==> config.mk <==
export PLATFORM = sky130hd
export DESIGN_NAME = pressure_sample_window_average_top
export DESIGN_NICKNAME = d
export VERILOG_FILES = /design/src/hw/rtl/pswa_pkg.sv /design/src/hw/rtl/pswa_div.sv /design/src/hw/rtl/pressure_sample_window_average_top.sv
export SDC_FILE = /design/constraint.sdc
export NUM_CORES = 1
export LEC_CHECK = 0
export ABC_AREA = 1
export BUFFER_PORTS_ARGS = -buffer_cell sky130_fd_sc_hd__clkbuf_2
export CAP_MARGIN = 0
export CORE_MARGIN = 3
export CORE_UTILIZATION = 50
export CTS_CLUSTER_SIZE = 20
export DETAILED_ROUTE_END_ITERATION = 10
export GPL_ROUTABILITY_DRIVEN = 0
export GPL_TIMING_DRIVEN = 0
export PLACE_DENSITY = 0.68
export REMOVE_ABC_BUFFERS = 1
export SLEW_MARGIN = 25
export SYNTH_ARGS = -nofsm -noshare
export SYNTH_HDL_FRONTEND = slang
export SYNTH_SLANG_ARGS = --single-unit
==> constraint.sdc <==
create_clock -name clk -period 2.96 [get_ports clk]
set_clock_uncertainty 0.15 [all_clocks]
set_input_delay 0.296 -clock clk [delete_from_list [all_inputs] [get_ports clk]]
set_output_delay 0.296 -clock clk [all_outputs]
set_load 0.02 [all_outputs]
==> src/hw/rtl/pswa_pkg.sv <==
// ----------------------------------------------------------------------------
// pswa_pkg
// Shared widths, codes and types for the pressure sample window averager.
// ----------------------------------------------------------------------------
package pswa_pkg;

  // Field and state widths
  localparam int unsigned SAMPLE_W = 12;
  localparam int unsigned MEAN_W   = 12;
  localparam int unsigned SUM_W    = 28;
  localparam int unsigned CNT_W    = 16;

  // Highest number of samples taken into one window
  localparam logic [CNT_W-1:0] MAX_SAMPLES = 16'hFFFF;

  // Restoring divide: one quotient bit per step over the whole sum
  localparam int unsigned DIV_STEPS = SUM_W;
  localparam int unsigned STEP_W    = $clog2(DIV_STEPS + 1);

  // Operation codes carried on the input tuser
  localparam logic OP_SAMPLE = 1'b0;
  localparam logic OP_UPDATE = 1'b1;

  // Divider status towards the sequencer
  typedef struct packed {
    logic busy;
    logic done;
  } div_sts_t;

endpackage

==> src/hw/rtl/pswa_div.sv <==
// ----------------------------------------------------------------------------
// pswa_div
// Bit-serial restoring divider: sum by sample count, one quotient bit a cycle.
// ----------------------------------------------------------------------------
module pswa_div (
  input  logic                            clk,
  input  logic                            rst_n,
  input  logic                            start,
  input  logic [pswa_pkg::SUM_W-1:0]      dividend,
  input  logic [pswa_pkg::CNT_W-1:0]      divisor,
  output pswa_pkg::div_sts_t              sts,
  output logic [pswa_pkg::MEAN_W-1:0]     quotient
);

  logic [pswa_pkg::SUM_W-1:0]  dvd_r, dvd_nxt;
  logic [pswa_pkg::CNT_W-1:0]  rem_r, rem_nxt;
  logic [pswa_pkg::CNT_W-1:0]  dvs_r, dvs_nxt;
  logic [pswa_pkg::STEP_W-1:0] cnt_r, cnt_nxt;
  logic                        busy_r, busy_nxt;
  logic                        done_r, done_nxt;
  logic [pswa_pkg::CNT_W:0]    rem_sh;
  logic [pswa_pkg::CNT_W:0]    diff;
  logic                        ge;

  // Shift the next dividend bit into the partial remainder and trial-subtract
  assign rem_sh = {rem_r, dvd_r[pswa_pkg::SUM_W-1]};
  assign diff   = rem_sh - {1'b0, dvs_r};
  assign ge     = (rem_sh >= {1'b0, dvs_r});

  always_comb begin
    dvd_nxt  = dvd_r;
    rem_nxt  = rem_r;
    dvs_nxt  = dvs_r;
    cnt_nxt  = cnt_r;
    busy_nxt = busy_r;
    done_nxt = 1'b0;
    if (start) begin
      // Load operands and arm the step counter
      dvd_nxt  = dividend;
      dvs_nxt  = divisor;
      rem_nxt  = '0;
      cnt_nxt  = pswa_pkg::STEP_W'(pswa_pkg::DIV_STEPS);
      busy_nxt = 1'b1;
    end else if (busy_r) begin
      // One restoring step; quotient bits collect in the dividend register
      rem_nxt = ge ? diff[pswa_pkg::CNT_W-1:0] : rem_sh[pswa_pkg::CNT_W-1:0];
      dvd_nxt = {dvd_r[pswa_pkg::SUM_W-2:0], ge};
      cnt_nxt = cnt_r - pswa_pkg::STEP_W'(1);
      if (cnt_r == pswa_pkg::STEP_W'(1)) begin
        busy_nxt = 1'b0;
        done_nxt = 1'b1;
      end
    end
  end

  always_ff @(posedge clk) begin
    if (!rst_n) begin
      busy_r <= 1'b0;
      done_r <= 1'b0;
      cnt_r  <= '0;
    end else begin
      busy_r <= busy_nxt;
      done_r <= done_nxt;
      cnt_r  <= cnt_nxt;
    end
  end

  always_ff @(posedge clk) begin
    dvd_r <= dvd_nxt;
    rem_r <= rem_nxt;
    dvs_r <= dvs_nxt;
  end

  assign sts.busy = busy_r;
  assign sts.done = done_r;
  // The mean of in-range samples fits the low bits of the quotient
  assign quotient = dvd_r[pswa_pkg::MEAN_W-1:0];

endmodule

==> src/hw/rtl/pressure_sample_window_average_top.sv <==
// ----------------------------------------------------------------------------
// pressure_sample_window_average_top
// Accumulate-and-dump averager for 12-bit pressure converter samples.
// ----------------------------------------------------------------------------
// A sample beat (tuser 0) adds to the window sum and count, or is dropped and
// flagged once the count is full. An update beat (tuser 1) gives one result
// beat with the truncated mean and clears the window; it holds the input off
// while the bit-serial divider, which produces one quotient bit per cycle over
// the 28-bit sum, runs and until the result is in the output register. An
// update on an empty window repeats the previous mean and flags it. A finished
// result waits in the output register while sample beats keep flowing in.
module pressure_sample_window_average_top (
  input  logic        clk,
  input  logic        rst_n,
  input  logic        in_tvalid,
  output logic        in_tready,
  input  logic [15:0] in_tdata,   // [11:0] sample, [15:12] zero
  input  logic [0:0]  in_tuser,   // [0] operation
  output logic        out_tvalid,
  input  logic        out_tready,
  output logic [31:0] out_tdata,  // [11:0] average, [27:12] window_count, [31:28] zero
  output logic [1:0]  out_tuser   // [0] window_empty, [1] samples_dropped
);

  localparam logic [1:0] ST_IDLE = 2'd0;
  localparam logic [1:0] ST_DIV  = 2'd1;
  localparam logic [1:0] ST_EMIT = 2'd2;

  logic [1:0]                      state_r, state_nxt;
  logic [pswa_pkg::SUM_W-1:0]      sum_r, sum_nxt;
  logic [pswa_pkg::CNT_W-1:0]      tally_r, tally_nxt;
  logic [pswa_pkg::MEAN_W-1:0]     last_mean_r, last_mean_nxt;
  logic                            ovf_r, ovf_nxt;

  // Pending result while the divide runs
  logic [pswa_pkg::MEAN_W-1:0]     res_avg_r, res_avg_nxt;
  logic [pswa_pkg::CNT_W-1:0]      res_cnt_r, res_cnt_nxt;
  logic                            res_empty_r, res_empty_nxt;
  logic                            res_drop_r, res_drop_nxt;

  // Output register
  logic                            out_valid_r, out_valid_nxt;
  logic [pswa_pkg::MEAN_W-1:0]     out_avg_r, out_avg_nxt;
  logic [pswa_pkg::CNT_W-1:0]      out_cnt_r, out_cnt_nxt;
  logic                            out_empty_r, out_empty_nxt;
  logic                            out_drop_r, out_drop_nxt;

  logic                            in_acc;
  logic                            div_start;
  pswa_pkg::div_sts_t              div_sts;
  logic [pswa_pkg::MEAN_W-1:0]     div_q;
  logic [pswa_pkg::SAMPLE_W-1:0]   smp;

  assign in_tready = (state_r == ST_IDLE);
  assign in_acc    = in_tvalid && in_tready;
  assign smp       = in_tdata[pswa_pkg::SAMPLE_W-1:0];

  pswa_div u_div (
    .clk      (clk),
    .rst_n    (rst_n),
    .start    (div_start),
    .dividend (sum_r),
    .divisor  (tally_r),
    .sts      (div_sts),
    .quotient (div_q)
  );

  // Sequencer: accumulate, start the divide, hand the result to the output
  always_comb begin
    state_nxt     = state_r;
    sum_nxt       = sum_r;
    tally_nxt     = tally_r;
    last_mean_nxt = last_mean_r;
    ovf_nxt       = ovf_r;
    res_avg_nxt   = res_avg_r;
    res_cnt_nxt   = res_cnt_r;
    res_empty_nxt = res_empty_r;
    res_drop_nxt  = res_drop_r;
    out_valid_nxt = out_valid_r && !out_tready;
    out_avg_nxt   = out_avg_r;
    out_cnt_nxt   = out_cnt_r;
    out_empty_nxt = out_empty_r;
    out_drop_nxt  = out_drop_r;
    div_start     = 1'b0;

    case (state_r)
      ST_IDLE: begin
        if (in_acc) begin
          if (in_tuser[0] == pswa_pkg::OP_SAMPLE) begin
            // Add the sample, or drop it once the window is full
            if (tally_r < pswa_pkg::MAX_SAMPLES) begin
              sum_nxt   = sum_r + pswa_pkg::SUM_W'(smp);
              tally_nxt = tally_r + pswa_pkg::CNT_W'(1);
            end else begin
              ovf_nxt = 1'b1;
            end
          end else begin
            // Capture the window figures and restart the window
            res_cnt_nxt  = tally_r;
            res_drop_nxt = ovf_r;
            sum_nxt      = '0;
            tally_nxt    = '0;
            ovf_nxt      = 1'b0;
            if (tally_r == '0) begin
              res_avg_nxt   = last_mean_r;
              res_empty_nxt = 1'b1;
              state_nxt     = ST_EMIT;
            end else begin
              res_empty_nxt = 1'b0;
              div_start     = 1'b1;
              state_nxt     = ST_DIV;
            end
          end
        end
      end
      ST_DIV: begin
        // Wait for the quotient
        if (div_sts.done) begin
          res_avg_nxt   = div_q;
          last_mean_nxt = div_q;
          state_nxt     = ST_EMIT;
        end
      end
      ST_EMIT: begin
        // Load the output register once it is free
        if (!out_valid_r || out_tready) begin
          out_valid_nxt = 1'b1;
          out_avg_nxt   = res_avg_r;
          out_cnt_nxt   = res_cnt_r;
          out_empty_nxt = res_empty_r;
          out_drop_nxt  = res_drop_r;
          state_nxt     = ST_IDLE;
        end
      end
      default: begin
        state_nxt = ST_IDLE;
      end
    endcase
  end

  always_ff @(posedge clk) begin
    if (!rst_n) begin
      state_r     <= ST_IDLE;
      sum_r       <= '0;
      tally_r     <= '0;
      last_mean_r <= '0;
      ovf_r       <= 1'b0;
      out_valid_r <= 1'b0;
    end else begin
      state_r     <= state_nxt;
      sum_r       <= sum_nxt;
      tally_r     <= tally_nxt;
      last_mean_r <= last_mean_nxt;
      ovf_r       <= ovf_nxt;
      out_valid_r <= out_valid_nxt;
    end
  end

  always_ff @(posedge clk) begin
    res_avg_r   <= res_avg_nxt;
    res_cnt_r   <= res_cnt_nxt;
    res_empty_r <= res_empty_nxt;
    res_drop_r  <= res_drop_nxt;
    out_avg_r   <= out_avg_nxt;
    out_cnt_r   <= out_cnt_nxt;
    out_empty_r <= out_empty_nxt;
    out_drop_r  <= out_drop_nxt;
  end

  assign out_tvalid = out_valid_r;
  assign out_tdata  = {4'b0000, out_cnt_r, out_avg_r};
  assign out_tuser  = {out_drop_r, out_empty_r};

  // An update beat restarts the window
  a_update_clears: assert property (@(posedge clk) disable iff (!rst_n)
    in_acc && (in_tuser[0] == pswa_pkg::OP_UPDATE) |=> (tally_r == '0) && (sum_r == '0))
    else $error("window not cleared after update");

  // The divider only finishes while the sequencer waits for it
  a_div_done_in_div: assert property (@(posedge clk) disable iff (!rst_n)
    div_sts.done |-> (state_r == ST_DIV))
    else $error("divider finished outside divide state");

  // An empty-window result carries a zero count
  a_empty_zero_count: assert property (@(posedge clk) disable iff (!rst_n)
    out_valid_r && out_empty_r |-> (out_cnt_r == '0))
    else $error("empty window result with non-zero count");

endmodule

==> results of run 1 <==
routing by layer:
metal  part of all wire  up-vias  track usage  routed length [um]
met1               0.49     3263        0.287                9550
met2               0.45      144        0.322                8820
met5                  0        -            0                   0
met4              0.019        0       0.0596                 378
met3              0.043       30       0.0390                 835
li1                   -     3688            -                   -
cells by family (layout without fill, tap and decap cells):
logic type,count (synthesis),in the layout,share of synthesized area
buffers and inverters,168,218,0.0762
AND/OR/NAND/NOR,545,546,0.252
flip-flops,187,187,0.518
XOR/XNOR,18,18,0.0171
AO/OA/AOI/OAI,156,156,0.0890
other,1,4,0.000406
adder cells (fa/ha/maj),34,34,0.0477
flip-flops by register name, summed over array words and instances (netlist names), 2 cells and up:
signal and flops:
out_cnt_r 16, last_mean_r 12, u_div.rem_r 16, res_cnt_r 16
state_r 2, u_div.dvs_r 16, out_avg_r 12, sum_r 28
tally_r 16, u_div.dvd_r 28, u_div.cnt_r 5, res_avg_r 12
metrics by stage:
step | hold slack [ps] | power [mW]
floorplan | 250 | 4.39
global placement | 250 | 4.75
detailed placement | 255 | 4.77
CTS | 41.6 | 7.16
global route | 76.5 | 7.55
finish | 51.2 | 7.13
worst paths after layout:
path | slack [ps] | end | start | cells past startpoint
setup / recovery | 210 | u_div.dvd_r[27]$_DFFE_PP_ | state_r[1]$_SDFFE_PN0P_ | 7
hold / removal | 50 | out_tvalid$_SDFF_PN0_ | out_tready | 4
setup reg to reg | 210 | u_div.dvd_r[27]$_DFFE_PP_ | state_r[1]$_SDFFE_PN0P_ | 7
hold reg to reg | 270 | out_avg_r[3]$_DFFE_PP_ | res_avg_r[3]$_DFFE_PP_ | 0
final cells by class:
class,instances,share of cell area
Clock buffer,17,0.0413
Clock inverter,15,0.0197
Inverter,137,0.0514
Multi-Input combinational cell,758,0.369
Sequential cell,187,0.465
Tap cell,229,0.0278
Timing Repair Buffer,49,0.0260
critical path: cells and delay by family, from the launching register on:
| family | cells | cell delay [ps] |
|---|---|---|
| buffers and inverters | 2 | 540 |
| and+or+nand+nor | 5 | 1300 |
| DFF | 1 | 360 |
power by group through the flow:
stage | Combinational [mW] | Sequential, mW | Clock, mW
floorplan | 1.32 | 3.07 | 0
finish | 1.71 | 3.03 | 2.39
global route | 1.97 | 3.05 | 2.54
detailed placement | 1.69 | 3.08 | 0
CTS | 1.71 | 3.03 | 2.43
global placement | 1.66 | 3.08 | 0
cells in the final DEF (no fill, tap or decap), types with 4 or more instances in the layout:
master,n
nand2_1,314
inv_1,132
edfxtp_1,104
nor2_1,101
dfxtp_1,83
a21oi_1,70
nand3_1,62
o21ai_0,59
clkbuf_2,48
ha_1,32
clkbuf_16,17
nor3_1,16
o21ai_1,14
nand4_1,11
xnor2_1,10
nand2_2,8
xor2_1,8
nor2_4,7
inv_8,7
nor2_2,6
nand3b_1,6
conb_1,4
timing repair:
item,4_1_cts,5_1_grt
hold buffers,0,0
setup endpoints to repair,73,31
setup buffers,0,0
resized for setup,7,2
hold endpoints to repair,0,0
pin swaps,1,0
cloned,1,0
==> impl_metrics.py, run 1 <==
metrics = {
    "global_route": {
        "grt_pass1_wl_um": 32700,
        "antenna_found_initial": 0,
        "grt_start_max_net_pins": 51,
        "grt_usage": 0.203,
        "grt_pass1_vias": 6582,
        "overflow": 0,
    },
    "critical_path": {
        "cpPeakStageDelay_ps": 440,
        "worstPathRequired_ps": 2910,
        "cp-start-kind": "flip-flop",
        "path_cells": "nor2_2, nand2_1, nor2_4, nand2_8, inv_8, nor2_4, inv_6",
        "critPathMostFrequentCell": "nor2_4",
        "cp-end-kind": "flip-flop",
        "critPathMaxFanout": 50,
        "cp_slowest_cell": "nor2_4",
        "path_class": "reg2reg",
        "cp_data_arrival_time_ps": 2710,
    },
    "sta": {
        "timing.setup.tns_ps": 0,
        "timing.final.max_slew_violations": 0,
        "setup_viol": 0,
        "worst_pin_slew_ps": 883,
        "fmax_ghz": 0.363,
        "fin_crit_sh": 0.930,
        "relSlewSlack": 0.411,
        "hold_viol": 0,
        "finalWorstSetupSlack_ps": 207,
        "fin_crit_ps": 2750,
    },
    "power": {
        "pwr-share-clk": 0.336,
        "leakagePower_nw": 4.31,
        "switching_share": 0.324,
        "p_switching_mw": 2.31,
        "sequentialPowerShare": 0.425,
        "ir_drop_v": 0.000415,
        "p_comb_frac": 0.239,
        "pwr_density_cell_nw_per_um2": 693,
        "p_int_mw": 4.82,
    },
    "place": {
        "place_inst": 1359,
        "post-dp-hpwl_um": 13600,
        "io_buffers": 48,
        "place_ws_ps": -1570,
        "placed_area_um2": 9630,
    },
    "route": {
        "wl_per_cell_um": 14.1,
        "wirelength_um": 19600,
        "firstDrtPassIters": 6,
        "dr_total_vias": 7125,
        "route.detailed.drc": 0,
        "vias_per_cell": 5.12,
        "drtAntennaViolNets": 0,
        "drt_iter0_drc": 585,
    },
    "final_layout": {
        "final_cell_count_no_fill": 1392,
        "fillers": 1623,
        "multi_input_area_um2": 3800,
        "fin_nets": 1205,
        "final_area_um2": 10300,
        "area_growth_pct": 11.4,
        "drive_above_1_share": 0.102,
        "seqCellArea_um2": 4780,
        "diodes": 0,
        "final_core_util": 0.569,
    },
    "logic_synthesis": {
        "synth_flop_cell": "edfxtp_1",
        "synth.yosys.seq_area_share": 0.518,
        "synth_area_um2": 9240,
        "synth_area_per_cell_um2": 8.33,
        "ys_ff_latch": 187,
        "netlist_instances": 1109,
        "synth_top_area_frac": 0.338,
        "synth_commonest_cells": "nand2_1 (314), inv_1 (133), edfxtp_1 (104)",
        "yosysMostFrequentCell": "nand2_1",
        "synth_top_area_cell": "edfxtp_1",
        "synthTopCellsByArea": "edfxtp_1 (34%), dfxtp_1 (18%), nand2_1 (13%), inv_1 (5.4%), ha_1 (4.3%)",
        "synth_edf_count": 104,
        "synth.distinct_cells": 44,
        "ys_warn_count": 0,
        "async_flop_share": 0,
    },
    "run_status": {
        "outcome": "finished, final reports clean",
    },
    "min_path": {
        "hp-class": "in2reg",
    },
    "clocking": {
        "cts_tree": "done",
        "clkLatencyLatePin_ps": 430,
        "cts-root-buf": "clkbuf_16",
        "ctsHtreeMaxLevel": 4,
        "cts_made_buffers": 17,
        "cts_sinks": 187,
        "ctsLongestPathBuffers": 2,
        "path_clk_slew_ps": 70,
    },
    "floorplanning": {
        "initial_core_util": 0.511,
        "die_h_um": 142,
        "core_area_um2": 18100,
        "pin_count": 57,
        "dieArea_um2": 20100,
        "fp-row-count": 49,
        "die_w_um": 142,
    },
    "run": {
        "maxCapViolCount": 0,
    },
}
Power figures use the tool's default switching activity.
==> inputs of run 2 (changes only) <==
Settings changed: CORE_UTILIZATION 50 to 60, PLACE_DENSITY 0.68 to 0.79.
==> run 2 against run 1 <==
Fmax fell by 0.98%. Critical path type unchanged. Largest power group unchanged. Wire length fell by 0.94%. Highest routed layer unchanged. Largest cell class unchanged. Die area fell by 16%. Combinational power barely moved.
==> impl_metrics.py, run 2 (same netlist as run 1, synthesis figures left out) <==
metrics = {
    "run_status": {
        "outcome": "finished, final reports clean",
    },
    "critical_path": {
        "critPathMaxFanout": 42,
        "cp_data_arrival_time_ps": 2900,
        "cp-end-kind": "flip-flop",
        "path_class": "reg2reg",
        "cp-start-kind": "flip-flop",
        "worstPathRequired_ps": 3080,
    },
    "floorplanning": {
        "pin_count": 57,
        "die_w_um": 130,
        "fp-row-count": 44,
        "die_h_um": 130,
        "initial_core_util": 0.624,
        "core_area_um2": 14800,
        "dieArea_um2": 16900,
    },
    "global_route": {
        "grt_pass1_wl_um": 31400,
        "overflow": 0,
        "grt_usage": 0.236,
        "grt_pass1_vias": 6379,
        "grt_start_max_net_pins": 51,
        "antenna_found_initial": 0,
    },
    "clocking": {
        "ctsLongestPathBuffers": 2,
        "hold_buffers": 0,
        "cts_tree": "done",
        "path_clk_slew_ps": 70,
        "cts_made_buffers": 17,
        "clkLatencyLatePin_ps": 430,
        "cts_sinks": 187,
        "cts-root-buf": "clkbuf_16",
        "ctsHtreeMaxLevel": 4,
    },
    "route": {
        "drtAntennaViolNets": 0,
        "firstDrtPassIters": 5,
        "drt_iter0_drc": 754,
        "vias_per_cell": 5.41,
        "wirelength_um": 19400,
        "dr_total_vias": 7287,
        "wl_per_cell_um": 14.4,
        "route.detailed.drc": 0,
    },
    "final_layout": {
        "final_cell_mix": "nand2_1 (314), inv_1 (132), edfxtp_1 (104)",
        "diodes": 0,
        "fin_nets": 1205,
        "final_common_cell": "nand2_1",
        "drive_above_1_share": 0.101,
        "final_cell_count_no_fill": 1347,
        "reg_top3": "sum_r (28), u_div.dvd_r (28)",
        "final_area_um2": 10200,
        "area_growth_pct": 10.4,
    },
    "power": {
        "leakagePower_nw": 4.30,
        "pwr_density_cell_nw_per_um2": 690,
        "ir_drop_v": 0.000432,
    },
    "sta": {
        "rsz0062_at_grt": "no",
        "relSlewSlack": 0.423,
        "hold_viol": 0,
        "fin_crit_ps": 2780,
        "setup_viol": 0,
        "worst_pin_slew_ps": 864,
        "fmax_ghz": 0.360,
        "fin_crit_sh": 0.939,
        "timing.final.max_slew_violations": 0,
    },
    "place": {
        "post-dp-hpwl_um": 13300,
        "place_inst": 1314,
        "io_buffers": 48,
        "placed_area_um2": 9570,
    },
    "run": {
        "maxCapViolCount": 0,
    },
    "min_path": {
        "hp-class": "in2reg",
    },
}
[run 2: critical path, cell delays in order, from the launching register on]
cell      delay, ps
dfxtp_1         360
nor2_2          250
nand2_1         220
nor2_4          430
inv_2           150
nand2_4         410
clkinv_2        390
nand2_1         160
a21oi_1          80
[run 2: final cells by class]
cell class | instances | area [um^2]
Inverter | 137 | 528
Tap cell | 184 | 230
Multi-Input combinational cell | 758 | 3800
Timing Repair Buffer | 49 | 268
Sequential cell | 187 | 4780
Clock inverter | 15 | 165
Fill cell | 1120 | 4610
Clock buffer | 17 | 425
[run 2: power by group]
group	internal (mW)	total [mW]	switching [mW]
clock network	1.26	2.29	1.03
registers	2.92	3.03	0.111
logic	0.603	1.72	1.11
total	4.78	7.03	2.25
[run 2: layer usage]
| layer | track usage | vias up | part of all wire |
|---|---|---|---|
| met4 | 0.0697 | 0 | 0.019 |
| met3 | 0.0471 | 42 | 0.058 |
| met5 | 0 | - | 0 |
| li1 | - | 3705 | - |
| met1 | 0.341 | 3299 | 0.46 |
| met2 | 0.365 | 241 | 0.46 |
[run 2: worst paths after layout]
path                              to  cells after the start  slack [ps]                    start
max          tally_r[7]$_SDFFE_PN0P_                      8         180  state_r[1]$_SDFFE_PN0P_
min            out_tvalid$_SDFF_PN0_                      4          70               out_tready
max reg2reg  tally_r[7]$_SDFFE_PN0P_                      8         180  state_r[1]$_SDFFE_PN0P_
min reg2reg   out_avg_r[4]$_DFFE_PP_                      0         270   res_avg_r[4]$_DFFE_PP_
[run 2: repair_timing]
item / CTS / global route
buffers inserted: 0 / 0
pin swaps: 1 / 0
gates resized for setup: 7 / 1
gates cloned: 1 / 0
endpoints found under the setup margin: 73 / 28
[run 2: stage by stage]
step / util / total power, mW / setup slack, ps / hold WS, ps / TNS (ps)
after global placement: 0.644 / 4.72 / -1760 / 251 / -77060
final: 0.689 / 7.03 / 179 / 66.1 / 0
after global routing: 0.689 / 7.42 / 59.9 / 81.6 / 0
after floorplan: - / 4.39 / -478 / 250 / -14380
after detailed placement: 0.646 / 4.77 / -1490 / 255 / -72720
after CTS: 0.688 / 7.04 / 86.8 / 55.9 / 0
==> inputs of run 3 (changes only) <==
Settings changed: ABC_AREA 1 to default.
==> run 3 against run 2 <==
Critical endpoint is now u_div.rem_r[14]$_SDFFE_PP0P_. Die area down 6.4%. Worst hold slack worse by 3.4 ps. Critical path depth is 3 higher. Area after synthesis fell by 6.7%. Clock-buffer cell count increased by 2. Largest cell class unchanged. Non-clock buffer count is 4 higher. Sequential power about the same. Register-to-register slack about the same. Sequential share of layout area increased by 3.0 points. Total power is 0.37% lower. Setup slack got worse by 11 ps. Clock power decreased by 7%.
==> impl_metrics.py, run 3 <==
metrics = {
    "logic_synthesis": {
        "synth_compound_gate_area_share": 0.114,
        "synth_mux_area_frac": 0.0251,
        "synth.distinct_cells": 61,
        "netlist_instances": 793,
        "synth-xor-area-share": 0.0539,
        "synth_commonest_cells": "nand2_1 (131), edfxtp_1 (104), dfxtp_1 (83)",
        "yosysMostFrequentCell": "nand2_1",
        "synth_top_area_cell": "edfxtp_1",
        "synth_area_um2": 8620,
        "synth_top_area_frac": 0.362,
        "synth-adder-area-share": 0.0511,
        "synth_edf_count": 104,
        "ys_warn_count": 0,
        "synth_area_per_cell_um2": 10.9,
        "synth_flop_cell": "edfxtp_1",
        "synth-simple-area-share": 0.165,
        "synth.yosys.seq_area_share": 0.555,
        "async_flop_share": 0,
        "synth_top_family_by_area": "simple AND/OR/NAND/NOR gates",
        "ys_ff_latch": 187,
        "synthTopCellsByArea": "edfxtp_1 (36%), dfxtp_1 (19%), nand2_1 (5.7%), ha_1 (4.6%), xnor2_1 (3.3%)",
    },
    "route": {
        "firstDrtPassIters": 5,
        "dr_total_vias": 5991,
        "wl_per_cell_um": 16.7,
        "drt_iter0_drc": 438,
        "wirelength_um": 17100,
        "drtAntennaViolNets": 0,
        "route.detailed.drc": 0,
        "vias_per_cell": 5.85,
    },
    "sta": {
        "finalWorstSetupSlack_ps": 169,
        "hold_viol": 0,
        "fin_crit_sh": 0.943,
        "relSlewSlack": 0.499,
        "setup_viol": 0,
        "fmax_ghz": 0.358,
        "whs_ps": 62.8,
        "rsz0062_at_grt": "no",
        "timing.final.max_slew_violations": 0,
        "fin_crit_ps": 2790,
        "timing.setup.tns_ps": 0,
        "worst_pin_slew_ps": 749,
    },
    "global_route": {
        "grt_pass1_wl_um": 28000,
        "grt_usage": 0.216,
        "grt_start_max_net_pins": 54,
        "grt_pass1_vias": 5789,
        "overflow": 0,
        "antenna_found_initial": 0,
    },
    "clocking": {
        "cts_tree": "done",
        "ctsHtreeMaxLevel": 4,
        "cts_made_buffers": 17,
        "path_clk_slew_ps": 70,
        "cts_sinks": 187,
        "cts-root-buf": "clkbuf_16",
        "ctsLongestPathBuffers": 2,
        "clkLatencyLatePin_ps": 420,
    },
    "floorplanning": {
        "die_w_um": 126,
        "dieArea_um2": 15800,
        "pin_count": 57,
        "fp-row-count": 43,
        "core_area_um2": 14000,
        "initial_core_util": 0.616,
        "die_h_um": 126,
    },
    "power": {
        "pwr-share-clk": 0.306,
        "switching_share": 0.306,
        "p_total_mw": 7.01,
        "leakagePower_nw": 3.61,
        "p_comb_frac": 0.258,
        "sequentialPowerShare": 0.436,
        "ir_drop_v": 0.000478,
        "pwr_density_cell_nw_per_um2": 731,
        "p_switching_mw": 2.14,
        "p_int_mw": 4.86,
    },
    "critical_path": {
        "cp_data_arrival_time_ps": 2960,
        "worstPathRequired_ps": 3130,
        "reg2reg_from": "u_div.dvd_r[27]$_DFFE_PP_",
        "rr_endpoint": "u_div.rem_r[14]$_SDFFE_PP0P_",
        "path_class": "reg2reg",
        "cp-end-kind": "flip-flop",
        "cp-start-kind": "flip-flop",
        "critPathMaxFanout": 3,
        "crit_start": "u_div.dvd_r[27]$_DFFE_PP_",
        "regToRegSetupSlack_ps": 170,
        "crit_end": "u_div.rem_r[14]$_SDFFE_PP0P_",
        "r2r_cells": 11,
    },
    "final_layout": {
        "final_core_util": 0.685,
        "final_area_um2": 9590,
        "reg_top3": "sum_r (28), u_div.dvd_r (28)",
        "final_cell_mix": "nand2_1 (130), edfxtp_1 (104), dfxtp_1 (82)",
        "final_common_cell": "nand2_1",
        "diodes": 0,
        "final_cell_count_no_fill": 1024,
        "area_growth_pct": 11.2,
        "drive_above_1_share": 0.153,
        "fin_nets": 886,
    },
    "place": {
        "io_buffers": 48,
        "place_inst": 990,
        "place_ws_ps": -384,
        "post-dp-hpwl_um": 11200,
        "placed_area_um2": 8990,
    },
    "min_path": {
        "hp-class": "in2reg",
    },
    "run_status": {
        "outcome": "finished, final reports clean",
    },
    "run": {
        "maxCapViolCount": 0,
    },
}
-- run 3: changes by cell type after synthesis, moves of 22 or more --
cell	delta
a21oi_1	-28
inv_1	-106
o21ai_0	-36
nand2_1	-183
xnor2_1	+22
nor2_1	-51
nand3_1	-46
-- run 3: cells by family (layout without fill, tap and decap cells) --
family                   count (synthesis)  after routing
flip-flops                             187            187
AO/OA/AOI/OAI                          146            146
adder cells (fa/ha/maj)                 34             34
XOR/XNOR                                53             53
other                                    1              4
buffers and inverters                   65            112
AND/OR/NAND/NOR                        287            288
multiplexers                            20             20
-- run 3: power by group through the flow --
stage | sequential [mW] | combinational, mW | clock, mW
2_1_floorplan | 3.09 | 1.35 | 0
3_3_place_gp | 3.10 | 1.62 | 0
3_5_place_dp | 3.11 | 1.74 | 0
4_1_cts | 3.05 | 1.78 | 2.18
5_1_grt | 3.07 | 2.01 | 2.27
6_report | 3.05 | 1.81 | 2.14
-- run 3: worst min-delay path by stage --
stage	startpoint	endpoint	slack, ps	cells after the start
6_report	out_tready	out_tvalid$_SDFF_PN0_	60	3
5_1_grt	out_tready	out_tvalid$_SDFF_PN0_	80	3
3_3_place_gp	res_avg_r[3]$_DFFE_PP_	out_avg_r[3]$_DFFE_PP_	250	0
4_1_cts	out_tready	out_tvalid$_SDFF_PN0_	60	3
2_1_floorplan	res_avg_r[0]$_DFFE_PP_	out_avg_r[0]$_DFFE_PP_	250	0
3_5_place_dp	res_avg_r[4]$_DFFE_PP_	out_avg_r[4]$_DFFE_PP_	260	0
-- run 3: final cells by class --
cell class	count	area, um^2
tap	180	225
fill	996	4400
multi-input combinational	545	3590
clock inverter	13	119
clock buffer	19	433
sequential	187	4790
timing repair buffer	53	330
inverter	27	101
-- run 3: per-layer routing --
metal / routed length, um / share of wire / GRT usage / vias to the layer above
li1: - / - / - / 2886
met1: 7400 / 0.43 / 0.283 / 2923
met2: 8560 / 0.50 / 0.365 / 155
met3: 796 / 0.047 / 0.0433 / 27
met4: 317 / 0.019 / 0.0681 / 0
met5: 0 / 0 / 0 / -
-- run 3: worst max-delay path: stages (launching register included) --
cell      delay, ps
edfxtp_1        380
inv_1            60
ha_1            170
inv_1            70
fa_2            380
a211oi_2        280
o211ai_1        160
a221o_1         420
a31oi_1         220
xor2_1          160
o211ai_1         90
o211a_1         150
-- run 3: repair_timing --
item	in CTS	in global routing
cloned	0	1
gates resized for setup	1	3
hold buffers	0	0
hold endpoints to repair	0	0
endpoints found under the setup margin	70	71
pin swaps	0	4
setup buffers	0	1
